## src/fpd_pkg.sv

```systemverilog
// Package for the fixed-point divider: widths, constants and stage type.
package fpd_pkg;

  localparam int unsigned WordW      = 32;
  localparam int unsigned FracBits   = 16;
  localparam int unsigned GuardShift = 30 - FracBits;
  localparam int unsigned QuotBits   = 30;
  localparam int unsigned NumW       = WordW + FracBits;
  localparam int unsigned Latency    = QuotBits + 2;

  localparam logic [WordW-1:0] MostNeg = {1'b1, {(WordW-1){1'b0}}};
  localparam logic [WordW-1:0] MostPos = {1'b0, {(WordW-1){1'b1}}};

  typedef struct packed {
    logic                valid;
    logic                sat;
    logic                neg;
    logic [WordW-1:0]    rem;
    logic [QuotBits-1:0] dq;   // dividend bits still to shift in, quotient bits shifted out
    logic [WordW-1:0]    den;
  } stage_t;

endpackage

```

## src/fpd_cell.sv

```systemverilog
// One restoring-division cell: resolves one quotient bit per cycle.
module fpd_cell (
  input  logic            clk_i,
  input  logic            rst_ni,
  input  fpd_pkg::stage_t stage_i,
  output fpd_pkg::stage_t stage_o
);

  logic [fpd_pkg::WordW:0] trial, diff;
  logic                    ge;
  logic                    valid_q;
  fpd_pkg::stage_t         pay_q;

  assign trial = {stage_i.rem, stage_i.dq[fpd_pkg::QuotBits-1]};
  assign diff  = trial - {1'b0, stage_i.den};
  assign ge    = (trial >= {1'b0, stage_i.den});

  always_ff @(posedge clk_i or negedge rst_ni) begin
    if (!rst_ni) begin
      valid_q <= 1'b0;
    end else begin
      valid_q <= stage_i.valid;
    end
  end

  always_ff @(posedge clk_i) begin
    pay_q.valid <= 1'b0;
    pay_q.sat   <= stage_i.sat;
    pay_q.neg   <= stage_i.neg;
    pay_q.rem   <= ge ? diff[fpd_pkg::WordW-1:0] : trial[fpd_pkg::WordW-1:0];
    pay_q.dq    <= {stage_i.dq[fpd_pkg::QuotBits-2:0], ge};
    pay_q.den   <= stage_i.den;
  end

  always_comb begin
    stage_o       = pay_q;
    stage_o.valid = valid_q;
  end

endmodule

```

## config.mk

```make
export PLATFORM = sky130hd
export DESIGN_NAME = fpd_cell
export DESIGN_NICKNAME = d
export VERILOG_FILES = /design/src/fpd_pkg.sv /design/src/fpd_cell.sv
export SDC_FILE = /design/constraint.sdc
export NUM_CORES = 1
export LEC_CHECK = 0
export BUFFER_PORTS_ARGS = -buffer_cell sky130_fd_sc_hd__buf_2
export CELL_PAD_IN_SITES_DETAIL_PLACEMENT = 2
export CELL_PAD_IN_SITES_GLOBAL_PLACEMENT = 2
export CORE_MARGIN = 2
export CORE_UTILIZATION = 24
export DETAILED_ROUTE_END_ITERATION = 8
export PLACE_DENSITY = 0.75
export SYNTH_ARGS = -nofsm -noshare
export SYNTH_HDL_FRONTEND = slang
export SYNTH_SLANG_ARGS = --single-unit
```

## constraint.sdc

```tcl
create_clock -name clk_i -period 0.8 [get_ports clk_i]
set_input_delay 0.16 -clock clk_i [delete_from_list [all_inputs] [get_ports clk_i]]
set_output_delay 0.16 -clock clk_i [all_outputs]
set_load 0.05 [all_outputs]
```

==> run metrics <==
status=finished with violations; failing checks=negative setup slack; layout cell share with drive strength beyond 1=68.4%; worst rel slew slack=51.9%; Iter 0 DRT Violations=259; Reg clk slew, reported paths=0.08 ns; Mapped Nets=589; max_cap viols=0; fin. max-slew vios=0; worst endpoint required time=1.05 ns; delay-heaviest family, CP=simple AND/OR/NAND/NOR gates; min cycle time layout=2.24 ns; final setup margin=-1.44 ns; Hold Path Origin=stage_i[75]; Crit path depth=11; Place WS=-1.93 ns; global-route wire length before repair=34,500 um; worst hold stages=2; Via density=4.84; main area contributors after synthesis=dfxtp_1 (45%), ha_1 (9.4%), a21oi_1 (6.3%); Synth top area share=44.9%; slowest cell on the critical path=ha_1; startpoint types=input port; Synth area leader=dfxtp_1; grt met1 use=25.3%; Cells after Synth=457; antenna viol nets, final=0; Max Buffers Root-to-Sink=2; vias in the first global route=6,022; Max VDD drop=1.01 mV; Starting Density=24.7%; Die ar.=18,900 um^2; final wirelength=28,400 um; gr ovfl total=0; drt drc=0; average wire per standard cell=26.5 um; Min Hold Slack=0.0481 ns; Tot GR Track Use=24.6%; M3 GR Usage=4.89%; CP arrival=2.49 ns; final setup fails=130; FMAX=0.446 GHz; Worst Hold Class=input port to register; layout overhead on the synthesized area=121%; pwr/cell area=2060 nW/um^2; Clock Sinks=97; antenna violations before repair=4; die height=138 um; Final Core Density=54.4%; CP max FO=6; setup_tns=-66.33 ns; critical-path cell list=buf_2 > inv_1 > ha_1 > nand2_2 > buf_4 > nor4_4 > a31oi_4 > or3b_4 > o21a_4 > buf_12 > mux2_4; synthesized flop and latch total=97; vias=5,185; RSZ-0062 raised after global routing=true; Core Area=17,400 um^2; CTS tree=done; first-pass iteration count of the detailed router=4; EDFF count, synth=0; mapped cell area=4280 um^2; Period Utilization, post-route=280%; worst path bufs/invs=4; DIE WIDTH=138 um; synth unique cells=50; GPL Wtd Cong=0.820; worst slew pin tran=0.716 ns; CTS Root Cell=clkbuf_16; Critical path origin=stage_i[5]; Leak Pwr=4.20 nW; met2 Track Usage GR=47.8%; Async S/R FF share, synth=1.03%; sequential area share after synthesis=45.5%; hpwl dp=13,400 um; hold violation count in the final report=0; Port Buffers=195; largest net degree at the start of global routing=19; IO Pins=196; CP Capture Type=register; CTS Buf Count=9; Final nets=969; dominant synthesized flop cell=dfxtp_1; row count=48; critical path class=input port to register; number of synthesis warnings=0; busiest grt layer=met2; syn avg cell area=9.37 um^2; CP peak stage delay=0.41 ns; H-tree levels=3
## per-stage QoR
step	power (mW)	area [um^2]	std cells
global placement	11.3	6330	967
finish	19.4	9440	1072
detailed placement	11.5	6330	967
global route	20.0	9440	1070
CTS	17.8	8600	1054
floorplan	9.40	4390	457
## path summary, 6_finish.rpt
| path | end | slack, ns |
|---|---|---|
| worst max-delay path | stage_o[93] | -1.44 |
| min in group asynchronous | valid_q | 0.13 |
| worst min-delay path | stage_o[76] | 0.05 |
| max in group asynchronous | valid_q | 0.58 |
## placed cells by master, fill, tap and decap left out, types with 18 or more instances in the layout
cell type | synthesis | final
a21oi_1 | 54 | 25
nor2_4 | 0 | 21
dfxtp_2 | 0 | 96
buf_6 | 5 | 18
inv_1 | 46 | 38
buf_2 | 5 | 93
dlygate4sd3_1 | 0 | 64
a21oi_2 | 1 | 23
buf_4 | 2 | 112
buf_8 | 0 | 93
## routing by layer
layer	share of wire, %	vias to the layer above
met4	4.4	0
met5	0	-
met1	37	2547
met2	54	225
met3	5.1	76
li1	-	2337
## kinds of logic (layout without fill, tap and decap cells)
family,Yosys count,after routing,share of synthesized area [%]
other cells,0,5,0
mux,10,10,3.27
buf+inv,64,449,6.81
compound gates,120,120,17.1
flops,97,97,45.5
xor+xnor,26,26,5.32
fa+ha+maj,33,33,9.82
simple gates,107,107,12.2
## area by class of cell
class,instances,area [um^2]
clock buffer,10,229
clock inverter,6,57.6
fill,1673,7910
sequential,97,2070
timing repair buffer,387,3710
inverter,46,178
multi-input combinational,296,2910
tap,225,282
antenna,5,12.5
## report_power, final
part	switching, mW	internal [mW]	leakage, nW	total, mW
registers	0.433	5.50	0.821	5.94
clock network	2.34	2.20	0.142	4.53
logic	4.96	3.99	3.24	8.95
## cell usage after synthesis (2+ instances only)
library cell  count
nor3_1            3
dfxtp_1          96
a2111oi_0         3
o211ai_1          2
o21bai_1          5
buf_6             5
xnor2_1          16
o21a_1            6
buf_4             2
nor2_1           37
nor2b_1           2
nand3_1           8
ha_1             32
mux2_4            8
o31ai_1           7
and3_1            2
a211oi_1          3
buf_2             5
o21ai_1           4
nand4_1           8
or2_2             2
mux2i_1           2
and2_1            3
clkbuf_1          6
inv_1            46
nor4b_1           2
or3_1             2
a31o_2            2
xor2_1           10
a21o_1            8
o21ai_0          17
nand2_1          24
a21oi_1          54
nand2b_1          7
nand4b_1          2
a31oi_1           2
## state kept, by name, indices dropped and copies added (netlist names)
name and flops:
stage_o 96, valid_q 1
## what timing repair did
item	4_1_cts	5_1_grt
endpoints found under the hold margin	64	0
setup buffers	5	12
hold buffers	64	0
resized for setup	429	149
pin swaps	13	21
setup endpoints to repair	130	130
gates cloned	2	1
Power figures use the tool's default switching activity.
