--- src/fpd_pkg.sv ---
// Package for the fixed-point divider: widths, constants and stage type.
package fpd_pkg;

  localparam int unsigned WordW      = 32;
  localparam int unsigned FracBits   = 16;
  localparam int unsigned GuardShift = 30 - FracBits;
  localparam int unsigned QuotBits   = 30;
  localparam int unsigned NumW       = WordW + FracBits;
  localparam int unsigned Latency    = QuotBits + 2;

  localparam logic [WordW-1:0] MostNeg = {1'b1, {(WordW-1){1'b0}}};
  localparam logic [WordW-1:0] MostPos = {1'b0, {(WordW-1){1'b1}}};

  typedef struct packed {
    logic                valid;
    logic                sat;
    logic                neg;
    logic [WordW-1:0]    rem;
    logic [QuotBits-1:0] dq;   // dividend bits still to shift in, quotient bits shifted out
    logic [WordW-1:0]    den;
  } stage_t;

endpackage

--- src/fpd_post.sv ---
// Output stage: sign fix-up, saturation select, output register.
module fpd_post (
  input  logic                             clk_i,
  input  logic                             rst_ni,
  input  fpd_pkg::stage_t                  stage_i,
  output logic                             done_o,
  output logic signed [fpd_pkg::WordW-1:0] quotient_o,
  output logic                             saturated_o
);

  logic [fpd_pkg::WordW-1:0] mag, res_d;
  logic                      done_q;
  logic [fpd_pkg::WordW-1:0] res_q;
  logic                      sat_q;

  assign mag = {{(fpd_pkg::WordW-fpd_pkg::QuotBits){1'b0}}, stage_i.dq};

  always_comb begin
    if (stage_i.sat) begin
      res_d = stage_i.neg ? fpd_pkg::MostNeg : fpd_pkg::MostPos;
    end else if (stage_i.neg) begin
      res_d = ~mag + 1'b1;
    end else begin
      res_d = mag;
    end
  end

  always_ff @(posedge clk_i or negedge rst_ni) begin
    if (!rst_ni) begin
      done_q <= 1'b0;
    end else begin
      done_q <= stage_i.valid;
    end
  end

  always_ff @(posedge clk_i) begin
    res_q <= res_d;
    sat_q <= stage_i.sat;
  end

  assign done_o      = done_q;
  assign quotient_o  = res_q;
  assign saturated_o = sat_q;

endmodule

--- config.mk ---
export PLATFORM = sky130hd
export DESIGN_NAME = fpd_post
export DESIGN_NICKNAME = d
export VERILOG_FILES = /design/src/fpd_pkg.sv /design/src/fpd_post.sv
export SDC_FILE = /design/constraint.sdc
export NUM_CORES = 1
export LEC_CHECK = 0
export BUFFER_PORTS_ARGS = -buffer_cell sky130_fd_sc_hd__buf_2
export CAP_MARGIN = 20
export CORE_UTILIZATION = 37
export CTS_CLUSTER_DIAMETER = 50
export DETAILED_ROUTE_END_ITERATION = 16
export PLACE_DENSITY = 0.76
export SLEW_MARGIN = 40
export SYNTH_ARGS = -nofsm -noshare
export SYNTH_HDL_FRONTEND = slang
export SYNTH_SLANG_ARGS = --single-unit
--- constraint.sdc ---
create_clock -name clk_i -period 0.8 [get_ports clk_i]
set_input_delay 0.16 -clock clk_i [delete_from_list [all_inputs] [get_ports clk_i]]
set_output_delay 0.16 -clock clk_i [all_outputs]
set_load 0.005 [all_outputs]
==> impl_metrics.py <==
metrics = {
    "final_layout": {
        "antenna_cells": 0,
        "multi_input_area_sq_um": 1510,
        "final-seq-area_sq_um": 697,
        "post-route-cell-area_sq_um": 3710,
        "synthToLayoutAreaGrowth_pct": 92.4,
        "nFillCells": 332,
        "final_nets": 488,
        "fin_util": 0.761,
        "final_cells": 456,
        "layout-drive-gt1-share": 0.589,
    },
    "critical_path": {
        "crit_path_start": "stage_i[45]",
        "crit_chain": "buf_6 -> buf_4 -> nor3_1 -> nand4_1 -> buf_4 -> o31ai_4 -> xor2_1",
        "crit_arrival_ps": 1550,
        "path_max_fanout": 3,
        "critPathKind": "input port to flip-flop",
        "cp.buffers_inverters": 3,
        "critPathTopFamily": "simple AND/OR/NAND/NOR gates",
        "start_kind": "input port",
        "cp.required_ps": 1020,
        "end_kind": "flip-flop",
        "slowest_stage": "nand4_1",
        "cpMostUsedCell": "buf_4",
        "cp_slowest_stage_delay_ps": 300,
    },
    "timing": {
        "setup_ws_ps": -533,
        "slew_viol_final": 0,
        "period_share": 1.67,
        "grt_setup_unrepaired": "yes",
        "relSlewSlack": 0.694,
        "whs_ps": 136,
        "fmax_mhz": 750,
        "worst_slew_pin_slew_ps": 454,
        "layout_min_cycle_time_ps": 1330,
        "setup_viol_count_final": 64,
        "hold_viol": 0,
    },
    "floorplan": {
        "rows": 25,
        "initial_core_util": 0.396,
        "core_sq_um": 4880,
        "fp.dieH_um": 74.2,
        "die_area_sq_um": 5510,
        "die_x_um": 74.2,
        "io_pins": 133,
    },
    "yosys": {
        "yosys_warnings": 0,
        "async_flop_share": 0.0294,
        "synth_fp_nets": 335,
        "synthFlopType": "dfxtp_1",
        "syn_area_per_cell_sq_um": 8.22,
        "synth_edf_count": 0,
        "syn-cell-area_sq_um": 1930,
        "synth_cell_types": 49,
        "synthCells": 235,
        "synth_seq_cells": 34,
        "ys_seq_area_frac": 0.355,
    },
    "status": {
        "status": "complete, but fails checks",
        "failed_checks": "setup timing",
    },
    "drt": {
        "first_iter_violations": 246,
        "wl_per_cell_um": 18.0,
        "route.detailed.drc": 0,
        "vias_per_cell": 5.78,
        "ant_nets": 0,
        "routed_wl_um": 8220,
        "drt_first_pass_iters": 4,
        "num_vias": 2637,
    },
    "grt": {
        "overflow": 0,
        "grt_max_degree": 34,
        "grt_use_total": 0.280,
        "first_global_vias": 2488,
        "antenna_found_initial": 0,
        "grt_pass1_wl_um": 11600,
    },
    "power": {
        "p_leak_nw": 1.58,
        "ir_drop_mv": 0.716,
        "p_per_area_nw_per_um2": 1200,
        "combinationalPowerShare": 0.291,
        "p_clk_frac": 0.284,
        "power_frac_seq": 0.425,
        "p_sw_mw": 1.31,
        "intPower_mw": 3.13,
        "total_power_mw": 4.44,
        "swShare": 0.296,
    },
    "clocking": {
        "cts_buffers": 5,
        "cts_buffer_depth": 2,
        "cts_tree": "done",
        "clk_pin_slew_ps": 70,
        "cts_sinks": 34,
        "root_buffer": "clkbuf_8",
        "h-tree-depth": 2,
    },
    "placed_design": {
        "gp_congestion": 0.919,
        "dp.cells": 417,
        "numPortBuffers": 68,
        "placed_area_sq_um": 2860,
        "dp_hpwl_um": 4460,
    },
    "flow_run": {
        "cap_violations": 0,
    },
    "worst_hold_path": {
        "hp-class": "input port to flip-flop",
        "hold_path_startpoint": "stage_i[32]",
    },
}
-- path summary, 6_finish.rpt --
kind,end,slack (ps),cells past startpoint
setup / recovery,quotient_o[25]$_DFF_P_,-530,7
hold / removal,quotient_o[0]$_DFF_P_,140,3
max in group asynchronous,done_o$_DFF_PN0_,540,2
min in group asynchronous,done_o$_DFF_PN0_,180,2
-- routing by layer --
layer  GRT usage  vias up  routed length, um
li1            -     1200                  -
met2       0.493      131               4210
met1       0.315     1281               3220
met4       0.149        0                251
met5           0        -                  0
met3      0.0623       25                532
-- repair_timing --
item / 4_1_cts / 5_1_grt
pin swaps: 37 / 24
endpoints found under the hold margin: 2 / 0
hold buffers: 2 / 0
gates resized for setup: 79 / 51
setup buffers: 22 / 13
setup endpoints to repair: 66 / 65
-- worst min-delay path, delay by kind of cell --
family | cells | cell delay, ps
buffers and inverters | 2 | 160
AO/OA/AOI/OAI | 1 | 60
-- placed cells by master (no fill, tap or decap), types with 3 or more instances in the layout --
master and instances:
dfxtp_1 24, nor4_1 4, o22ai_1 8, nand2_1 4, xor2_1 5, buf_8 3
clkbuf_1 3, o21ai_0 6, buf_12 4, inv_1 5, dfxtp_2 9, nand2b_1 9
buf_2 50, o211ai_1 10, a21o_1 4, nand4b_1 4, a31oi_1 5, buf_4 66
nor2_1 29, nor4_2 3, nand2_4 3, a21oi_2 9, buf_6 36, a21oi_1 4
nor4_4 6, clkbuf_8 5, nor3_1 4, nand3_1 3, nand3_2 4
-- registers in the layout, indices dropped and copies added, names as in the netlist --
register     flops
done_o           1
quotient_o      32
saturated_o      1
-- cells in the mapped netlist, types with 5 or more instances --
cell | count | area, sq um
a31oi_1 | 6 | 37.5
xor2_1 | 5 | 43.8
nand3_1 | 8 | 40.0
nand2b_1 | 9 | 56.3
nor2_1 | 31 | 116
nor3_1 | 5 | 25.0
clkbuf_1 | 12 | 45.0
o211ai_1 | 10 | 75.1
o22ai_1 | 8 | 50.1
a21oi_1 | 13 | 65.1
o21ai_0 | 9 | 45.0
nor4_1 | 10 | 62.6
inv_1 | 7 | 26.3
dfxtp_1 | 33 | 661
nand2_1 | 10 | 37.5
-- power groups by stage --
stage	Combinational [mW]	Clock [mW]	Sequential [mW]
floorplan	0.413	0	1.93
global placement	0.946	0	1.91
detailed placement	0.964	0	1.91
CTS	1.12	1.29	1.87
global route	1.38	1.36	1.90
finish	1.29	1.26	1.89
-- cell families after synthesis --
group | after synthesis | synth area share
buffers and inverters | 22 | 0.0441
AOI/OAI and AO/OA | 63 | 0.219
adders and majority gates | 1 | 0.00648
DFF | 34 | 0.355
xor gates and xnor gates | 5 | 0.0227
muxes | 1 | 0.00518
and+or+nand+nor | 109 | 0.347
-- through the flow --
| step | TNS [ps] | setup WS [ps] |
|---|---|---|
| 2_1_floorplan | -12570 | -765 |
| 3_3_place_gp | -21230 | -920 |
| 3_5_place_dp | -22490 | -942 |
| 4_1_cts | -12460 | -538 |
| 5_1_grt | -15860 | -656 |
| 6_report | -13290 | -533 |
-- layout make-up --
type	instances	area share
inverter	7	0.0118
tap	67	0.0226
multi-input combinational	179	0.407
timing repair buffer	161	0.349
clock buffer	8	0.0216
sequential	34	0.188
Note: power is estimated with default switching activity, not from simulation.
