--- src/fpd_pkg.sv ---
// Package for the fixed-point divider: widths, constants and stage type.
package fpd_pkg;

  localparam int unsigned WordW      = 32;
  localparam int unsigned FracBits   = 16;
  localparam int unsigned GuardShift = 30 - FracBits;
  localparam int unsigned QuotBits   = 30;
  localparam int unsigned NumW       = WordW + FracBits;
  localparam int unsigned Latency    = QuotBits + 2;

  localparam logic [WordW-1:0] MostNeg = {1'b1, {(WordW-1){1'b0}}};
  localparam logic [WordW-1:0] MostPos = {1'b0, {(WordW-1){1'b1}}};

  typedef struct packed {
    logic                valid;
    logic                sat;
    logic                neg;
    logic [WordW-1:0]    rem;
    logic [QuotBits-1:0] dq;   // dividend bits still to shift in, quotient bits shifted out
    logic [WordW-1:0]    den;
  } stage_t;

endpackage

--- src/fpd_prep.sv ---
// Input stage: operand magnitudes, overflow test, first partial remainder.
module fpd_prep (
  input  logic                         clk_i,
  input  logic                         rst_ni,
  input  logic                         start_i,
  input  logic signed [fpd_pkg::WordW-1:0] dividend_i,
  input  logic signed [fpd_pkg::WordW-1:0] divisor_i,
  output fpd_pkg::stage_t              stage_o
);

  logic [fpd_pkg::WordW-1:0] mnum, mden, rem0;
  logic [fpd_pkg::NumW-1:0]  num_ext;
  logic                      valid_q;
  fpd_pkg::stage_t           pay_q;

  assign mnum    = dividend_i[fpd_pkg::WordW-1] ? (~dividend_i + 1'b1) : dividend_i;
  assign mden    = divisor_i[fpd_pkg::WordW-1]  ? (~divisor_i + 1'b1)  : divisor_i;
  assign rem0    = mnum >> fpd_pkg::GuardShift;
  assign num_ext = {mnum, {fpd_pkg::FracBits{1'b0}}};

  always_ff @(posedge clk_i or negedge rst_ni) begin
    if (!rst_ni) begin
      valid_q <= 1'b0;
    end else begin
      valid_q <= start_i;
    end
  end

  always_ff @(posedge clk_i) begin
    pay_q.valid <= 1'b0;
    pay_q.sat   <= (rem0 >= mden);
    pay_q.neg   <= dividend_i[fpd_pkg::WordW-1] ^ divisor_i[fpd_pkg::WordW-1];
    pay_q.rem   <= rem0;
    pay_q.dq    <= num_ext[fpd_pkg::QuotBits-1:0];
    pay_q.den   <= mden;
  end

  always_comb begin
    stage_o       = pay_q;
    stage_o.valid = valid_q;
  end

endmodule

--- config.mk ---
export PLATFORM = sky130hd
export DESIGN_NAME = fpd_prep
export DESIGN_NICKNAME = d
export VERILOG_FILES = /design/src/fpd_pkg.sv /design/src/fpd_prep.sv
export SDC_FILE = /design/constraint.sdc
export NUM_CORES = 1
export LEC_CHECK = 0
export ABC_AREA = 1
export BUFFER_PORTS_ARGS = -buffer_cell sky130_fd_sc_hd__buf_2
export CAP_MARGIN = 10
export CORE_UTILIZATION = 35
export CTS_BUF_LIST = sky130_fd_sc_hd__clkbuf_4 sky130_fd_sc_hd__clkbuf_8 sky130_fd_sc_hd__clkbuf_16
export DETAILED_ROUTE_END_ITERATION = 12
export GPL_TIMING_DRIVEN = 0
export PLACE_DENSITY = 0.75
export SKIP_CTS_REPAIR_TIMING = 1
export SLEW_MARGIN = 20
export SYNTH_ARGS = -nofsm -noshare
export SYNTH_HDL_FRONTEND = slang
export SYNTH_SLANG_ARGS = --single-unit
--- constraint.sdc ---
create_clock -name clk_i -period 0.8 [get_ports clk_i]
set_input_delay 0.12 -clock clk_i [delete_from_list [all_inputs] [get_ports clk_i]]
set_output_delay 0.12 -clock clk_i [all_outputs]
set_load 0.005 [all_outputs]
==> results of run 1 <==
-- critical path, cell delays in order --
cell	delay [ns]
buf_6	0.11
inv_12	0.05
nand3_4	0.08
nor2_4	0.13
nand2_2	0.08
nor3_4	0.27
nand2_2	0.13
o21ai_4	0.19
xor2_2	0.22
ha_1	0.28
nand2_1	0.07
nand2_1	0.05
nor2_1	0.07
o21ai_1	0.08
nand2_1	0.09
nand2_2	0.06
nand2_1	0.07
nand2_1	0.05
nand2_1	0.06
nand2_1	0.06
a21boi_2	0.17
nor2_2	0.04
-- cells in the final DEF, fill, tap and decap left out, drive strengths merged --
cell type and count:
o21ai 18, dlygate4sd3 3, o31ai 1, nand3b 2
conb 30, xor2 31, a31oi 1, nand4 5
a21oi 8, dfrtp 1, ha 20, a211oi 2
a21boi 1, nand2 138, dfxtp 66, clkinvlp 2
nor2 94, buf 188, xnor2 15, nor4 4
nand3 20, or2 4, clkinv 5, clkbuf 12
nor3 7, inv 65, bufinv 1
-- sequential cells by signal, indices dropped and copies added, names as in the netlist --
register and count:
valid_q 1, stage_o 66
-- through the flow --
step | hold slack [ns] | TNS (ns) | util, %
global route | -0.08470 | -18.00 | 57.83
detailed placement | -0.1041 | -30.52 | 46.69
floorplan | -0.1756 | -9.377 | -
CTS | -0.4738 | -16.28 | 48.55
global placement | -0.1043 | -29.64 | 46.69
finish | -0.07664 | -13.97 | 57.83
-- final cells by class --
cell class | count | area, µm²
flip-flops and latches | 67 | 1371
plain buffers | 36 | 290.3
clock buffers | 10 | 137.6
repair buffers | 157 | 1104
inverters | 67 | 325.3
fillers | 993 | 4592
clock inverters | 6 | 65.06
well taps | 140 | 175.2
multi-input cells | 401 | 2828
-- worst paths after layout --
kind	depth (start not counted)	from	endpoint
min	1	dividend_i[0]	stage_o[48]$_DFF_P_
max	22	dividend_i[0]	stage_o[95]$_DFF_P_
max in group asynchronous	2	rst_ni	valid_q$_DFF_PN0_
min in group asynchronous	2	rst_ni	valid_q$_DFF_PN0_
-- layer usage --
metal,track usage [%],share of wire [%],vias up,wire (µm)
met2,31.23,50,167,5842
li1,-,-,2000,-
met4,5.577,2.4,0,278
met3,5.206,8.5,25,983
met5,0,0,-,0
met1,21.18,39,1761,4525
-- power breakdown --
group	switching, mW	internal (mW)	total [mW]
registers	0.0877	3.68	3.77
logic	1.43	1.27	2.70
clock network	1.35	1.52	2.87
-- kinds of logic after synthesis --
kind of cell | Yosys count | share of synthesized area, %
AO/OA/AOI/OAI | 31 | 4.252
XOR/XNOR | 46 | 10.29
adder cells (fa/ha/maj) | 20 | 6.394
buffers and inverters | 104 | 13.11
flip-flops | 67 | 34.40
other | 1 | 0.09582
AND/OR/NAND/NOR | 274 | 31.46
==> run summary, run 1 <==
Vias = 3953
Max Slew Vio Count = 0
Placed Area = 5084 µm²
Grt total ovfl = 0
Tcrit/Tclk final = 286.3%
Layout cell share with drive strength beyond 1 = 50.81%
Max Freq = 436.6 MHz
Routed Antenna Nets = 0
Setup ws final = -1.490 ns
Num ports = 164
Mapped Area = 3914 µm²
CTS root buffer = clkbuf_8
Violated checks = hold timing, setup timing
CTS Buf Count = 9
Number of flops mapped to enable cells by yosys = 0
Async SR Flop Fraction = 1.493%
Layout area overhead = 60.87%
Design Area, Final = 6296 µm²
Yosys top cell area share = 33.76%
Gpl congestion = 0.9206
Run status = complete, but fails checks
Post-DP HPWL = 8764 µm
Rows = 38
Ys flop type = dfxtp_1
GRT Total Usage = 17.98%
Unrepaired setup endpoints after global routing = true
Top-count cell post-synth = nand2_1
Critical path arrival = 2.54 ns
CTS clk-pin slew, worst paths = 0.08 ns
Core Footprint = 10890 µm²
Max H-tree Level = 3
Synth area leader = dfxtp_1
Yosys warning total = 0
FF+latch count, synth = 67
CTS tree = done
Setup Slack @ Placement = -2.036 ns
Critical Path Source Type = input port
Pin count of the biggest net entering global routing = 13
Post-synthesis sequential area ratio = 34.40%
Max_slew headroom = 62.83%
Total power = 9.339 mW
Detailed Route WL = 11630 µm
Leak = 3.071 nW
Final setup vio count = 96
Setup CP Type = in -> reg
Initial antenna violation count = 0
Die height = 107.7 µm
Hold WS = -0.07664 ns
Vias in the first global route = 3350
Placed cell count = 845
DR DRC count = 0
Die Span X = 107.7 µm
HP Class = in -> reg
Longest Clk Path Bufs = 2
Final hold vios = 1
Clk sinks = 67
Synth cell count leaders = nand2_1 (125), nor2_1 (74), dfxtp_1 (66)
Area of the die = 11610 µm²
Tightest Pin Transition = 0.5576 ns
Power per Cell Area = 1483 nW/µm²
Max Cap Violations = 0
Crit. End Element = flip-flop
Wire per inst = 13.16 µm
WP data required = 1.05 ns
Syn Inst Count = 543
Syn_area_per_cell = 7.208 µm²
Clock period minus worst slack = 2.290 ns
1st-iter DRT viols = 165
PortBufs = 133
First-pass GRT wire length = 16000 µm
Area contributors post-synth = dfxtp_1 (34%), nand2_1 (12%), nor2_1 (7.1%), xor2_1 (6.9%), ha_1 (6.4%)
Initial core utilization = 35.95%
Non-Filler Instances = 884
Worst-path maximum fanout = 4
Synth cell types = 34
DRT Pass-1 Iters = 4
Nets@finish = 826
Drt via density = 4.472
Antenna diode instance count = 0
Max VDD drop = 0.9302 mV
Power figures use the tool's default switching activity.
==> run 2, diff against run 1 <==
--- a/config.mk
+++ b/config.mk
@@ -5,14 +5,13 @@
 export SDC_FILE = /design/constraint.sdc
 export NUM_CORES = 1
 export LEC_CHECK = 0
-export ABC_AREA = 1
 export BUFFER_PORTS_ARGS = -buffer_cell sky130_fd_sc_hd__buf_2
 export CAP_MARGIN = 10
 export CORE_UTILIZATION = 35
 export CTS_BUF_LIST = sky130_fd_sc_hd__clkbuf_4 sky130_fd_sc_hd__clkbuf_8 sky130_fd_sc_hd__clkbuf_16
 export DETAILED_ROUTE_END_ITERATION = 12
 export GPL_TIMING_DRIVEN = 0
-export PLACE_DENSITY = 0.75
+export PLACE_DENSITY = 0.76
 export SKIP_CTS_REPAIR_TIMING = 1
 export SLEW_MARGIN = 20
 export SYNTH_ARGS = -nofsm -noshare
==> run 2 against run 1 <==
- the flow still finishes with violations (hold timing, setup timing)
- core utilization grew 7.7 points
- clock power is essentially flat
- first-iteration DRC count shrank 19%
- critical path type unchanged
==> run summary, run 2 <==
WP data required = 1.07 ns (+0.02 ns)
Detailed Route WL = 11480 µm (-1.3%)
Sequential Area = 1373 µm² (about the same)
Antenna diode instance count = 0 (unchanged)
Synth cell types = 45 (+32%)
Leak = 2.917 nW (-5.0%)
Max Cap Violations = 0 (unchanged)
CP max stage cell = or4_4
Initial core utilization = 35.98% (+0.037 points)
Unrepaired setup endpoints after global routing = true
Ys flop type = dfxtp_1
Utilization after layout = 65.51% (+7.7 points)
CTS tree = done
Gpl congestion = 0.8571 (-6.9%)
XOR/XNOR share of the synthesized area = 14.76% (+4.5 points)
Commonest non-fill, non-tap cell in the layout = buf_2
Logic pwr share = 28.7% (-0.2 points)
Num ports = 164 (unchanged)
Longest Clk Path Bufs = 2 (unchanged)
Area occupied by multi-input gates = 2768 µm² (-2.1%)
Max VDD drop = 0.8399 mV (-9.7%)
Post-synthesis compound-gate area fraction = 13.12% (+8.9 points)
Hold Startpoint = dividend_i[11]
Wire per inst = 15.71 µm (+19%)
Async SR Flop Fraction = 1.493% (unchanged)
Crit. End Element = flip-flop
CP max stage delay = 0.51 ns (+0.23 ns)
Pin count of the biggest net entering global routing = 12 (-1)
Initial antenna violation count = 0 (unchanged)
Worst Hold End = stage_o[59]$_DFF_P_
Area contributors post-synth = dfxtp_1 (38%), xnor2_1 (9.3%), ha_1 (7.1%), buf_4 (6.6%), xor2_1 (5.5%)
Core Footprint = 9729 µm² (-11%)
Setup CP Type = in -> reg
Critical path arrival = 3.60 ns (+1.06 ns)
Post-DP HPWL = 7458 µm (-15%)
Tightest Pin Transition = 0.6483 ns (+0.09069 ns)
# fillers = 771 (-22%)
Sw frac = 29.35% (-1.3 points)
Hold depth = 2 (+1)
Synth cell count leaders = dfxtp_1 (66), xnor2_1 (37), buf_4 (31)
Max_slew headroom = 56.38% (-6.4 points)
CTS root buffer = clkbuf_8
Crit-path cells = buf_2 > or4_4 > nor4_4 > nand2b_1 > or3_4 > or2_4 > nor4_1 > ha_1 > o211ai_1 > a21oi_1 > a211oi_1 > or4_4 > nor4b_4
Simple-gate share of the synthesized area = 16.12% (-15 points)
Layout area overhead = 82.06%
Rows = 36 (-5.3%)
Max Slew Vio Count = 0 (unchanged)
Routed Antenna Nets = 0 (unchanged)
CTS Buf Count = 9 (unchanged)
Vias = 3431 (-13%)
Internal power = 6.638 mW (+2.5%)
Setup ws final = -2.535 ns (-1.045 ns)
Most frequent cells in the layout = buf_2 (99), buf_4 (60), dfxtp_1 (45)
Layout cell share with drive strength beyond 1 = 61.20% (+10 points)
Grt total ovfl = 0 (unchanged)
Drt via density = 4.694 (+5.0%)
Top-count cell post-synth = dfxtp_1
Violated checks = hold timing, setup timing
Clk network pwr share = 30.8% (about the same)
Max H-tree Level = 3 (unchanged)
First-pass GRT wire length = 13840 µm (-13%)
Worst-path maximum fanout = 5 (+1)
Syn Inst Count = 368 (-32%)
GRT Total Usage = 17.68% (-0.30 points)
Syn_area_per_cell = 9.513 µm² (+32%)
Cell mode on critical path = or4_4
PortBufs = 132 (-0.75%)
Clock period minus worst slack = 3.335 ns (+1.045 ns)
Final setup vio count = 117 (+22%)
NetSw = 2.758 mW (-3.6%)
Max reg flops = 66 (unchanged)
Yosys warning total = 0 (unchanged)
1st-iter DRT viols = 133 (-19%)
Clk sinks = 67 (unchanged)
Vias in the first global route = 2878 (-14%)
DRT Pass-1 Iters = 4 (unchanged)
FF+latch count, synth = 67 (unchanged)
Power per Cell Area = 1474 nW/µm² (-0.61%)
Reg power frac = 40.5% (+0.2 points)
Nets@finish = 680 (-18%)
Area of the die = 10410 µm² (-10%)
Critical Path Source Type = input port
Number of flops mapped to enable cells by yosys = 0 (unchanged)
Hold WS = -0.05527 ns (+0.02136 ns)
HP Class = in -> reg
DR DRC count = 0 (unchanged)
Combinational family with the most area after synthesis = simple AND/OR/NAND/NOR gates
Post-synthesis sequential area ratio = 38.46% (+4.1 points)
Max Freq = 299.8 MHz (-31%)
Run status = complete, but fails checks
Die height = 102.0 µm (-5.3%)
Synth area leader = dfxtp_1
Mux contribution to synthesized area = 0% (unchanged)
Yosys top cell area share = 37.74% (+4.0 points)
Synth Area in Adders = 7.148% (+0.75 points)
Mapped Area = 3501 µm² (-11%)
Setup Slack @ Placement = -2.958 ns (-0.9218 ns)
Final hold vios = 4 (+3)
Tcrit/Tclk final = 416.9% (+130 points)
CTS clk-pin slew, worst paths = 0.08 ns (about the same)
Die Span X = 102.0 µm (-5.3%)
## run 2: worst max path at each step
stage	cells past startpoint	end	slack, ns	from
floorplan	13	stage_o[95]$_DFF_P_	-2.39	dividend_i[11]
global placement	13	stage_o[95]$_DFF_P_	-2.87	dividend_i[5]
detailed placement	14	stage_o[95]$_DFF_P_	-2.96	dividend_i[5]
CTS	14	stage_o[95]$_DFF_P_	-2.61	dividend_i[5]
global route	17	stage_o[95]$_DFF_P_	-2.58	dividend_i[5]
finish	13	stage_o[95]$_DFF_P_	-2.54	dividend_i[9]
## run 2: through the flow
stage / total power, mW / hold WS (ns) / TNS [ns] / area (µm²) / instances
2_1_floorplan: 4.977 / -0.1756 / -33.34 / 4013 / 397
3_3_place_gp: 5.814 / -0.1058 / -54.14 / 4840 / 662
3_5_place_dp: 5.883 / -0.1018 / -56.00 / 4840 / 662
4_1_cts: 8.754 / -0.4878 / -41.64 / 5037 / 678
5_1_grt: 9.843 / -0.06131 / -43.65 / 6374 / 731
6_report: 9.396 / -0.05527 / -38.73 / 6374 / 731
## run 2: critical path: cells and delay by family
family / cells / cell delay [ns]
AO/OA/AOI/OAI: 3 / 0.33
adder cells (fa/ha/maj): 1 / 0.28
AND/OR/NAND/NOR: 8 / 2.74
buffers and inverters: 1 / 0.14
## run 2: routing by layer
metal | vias up | routed length [µm] | track usage (%) | part of all wire, %
li1 | 1649 | - | - | -
met1 | 1602 | 4493 | 21.64 | 39
met2 | 144 | 5993 | 29.01 | 52
met3 | 36 | 557 | 4.172 | 4.9
met4 | 0 | 437 | 9.011 | 3.8
met5 | - | 0 | 0 | 0
## run 2: cells by family after synthesis
kind of cell | after synthesis
simple gates | 94
compound gates | 64
fa+ha+maj | 20
xor+xnor | 59
flops | 67
other cells | 1
buf+inv | 63
## run 2: area by class of cell
class                   instances  share of cell area, %
plain buffers                  38                  5.556
clock buffers                  11                  2.277
clock inverters                 5                 0.8245
inverters                      24                  1.688
multi-input cells             267                  43.42
flip-flops and latches         67                  21.54
well taps                     133                  2.611
repair buffers                186                  22.08
## run 2: power groups by stage
stage                     Clock, mW  Sequential, mW  Combinational (mW)
after floorplan                   0            3.89                1.09
after global placement            0            3.82                1.99
after detailed placement          0            3.83                2.05
after CTS                      2.93            3.76                2.06
after global routing           3.08            3.83                2.93
final                          2.89            3.81                2.70
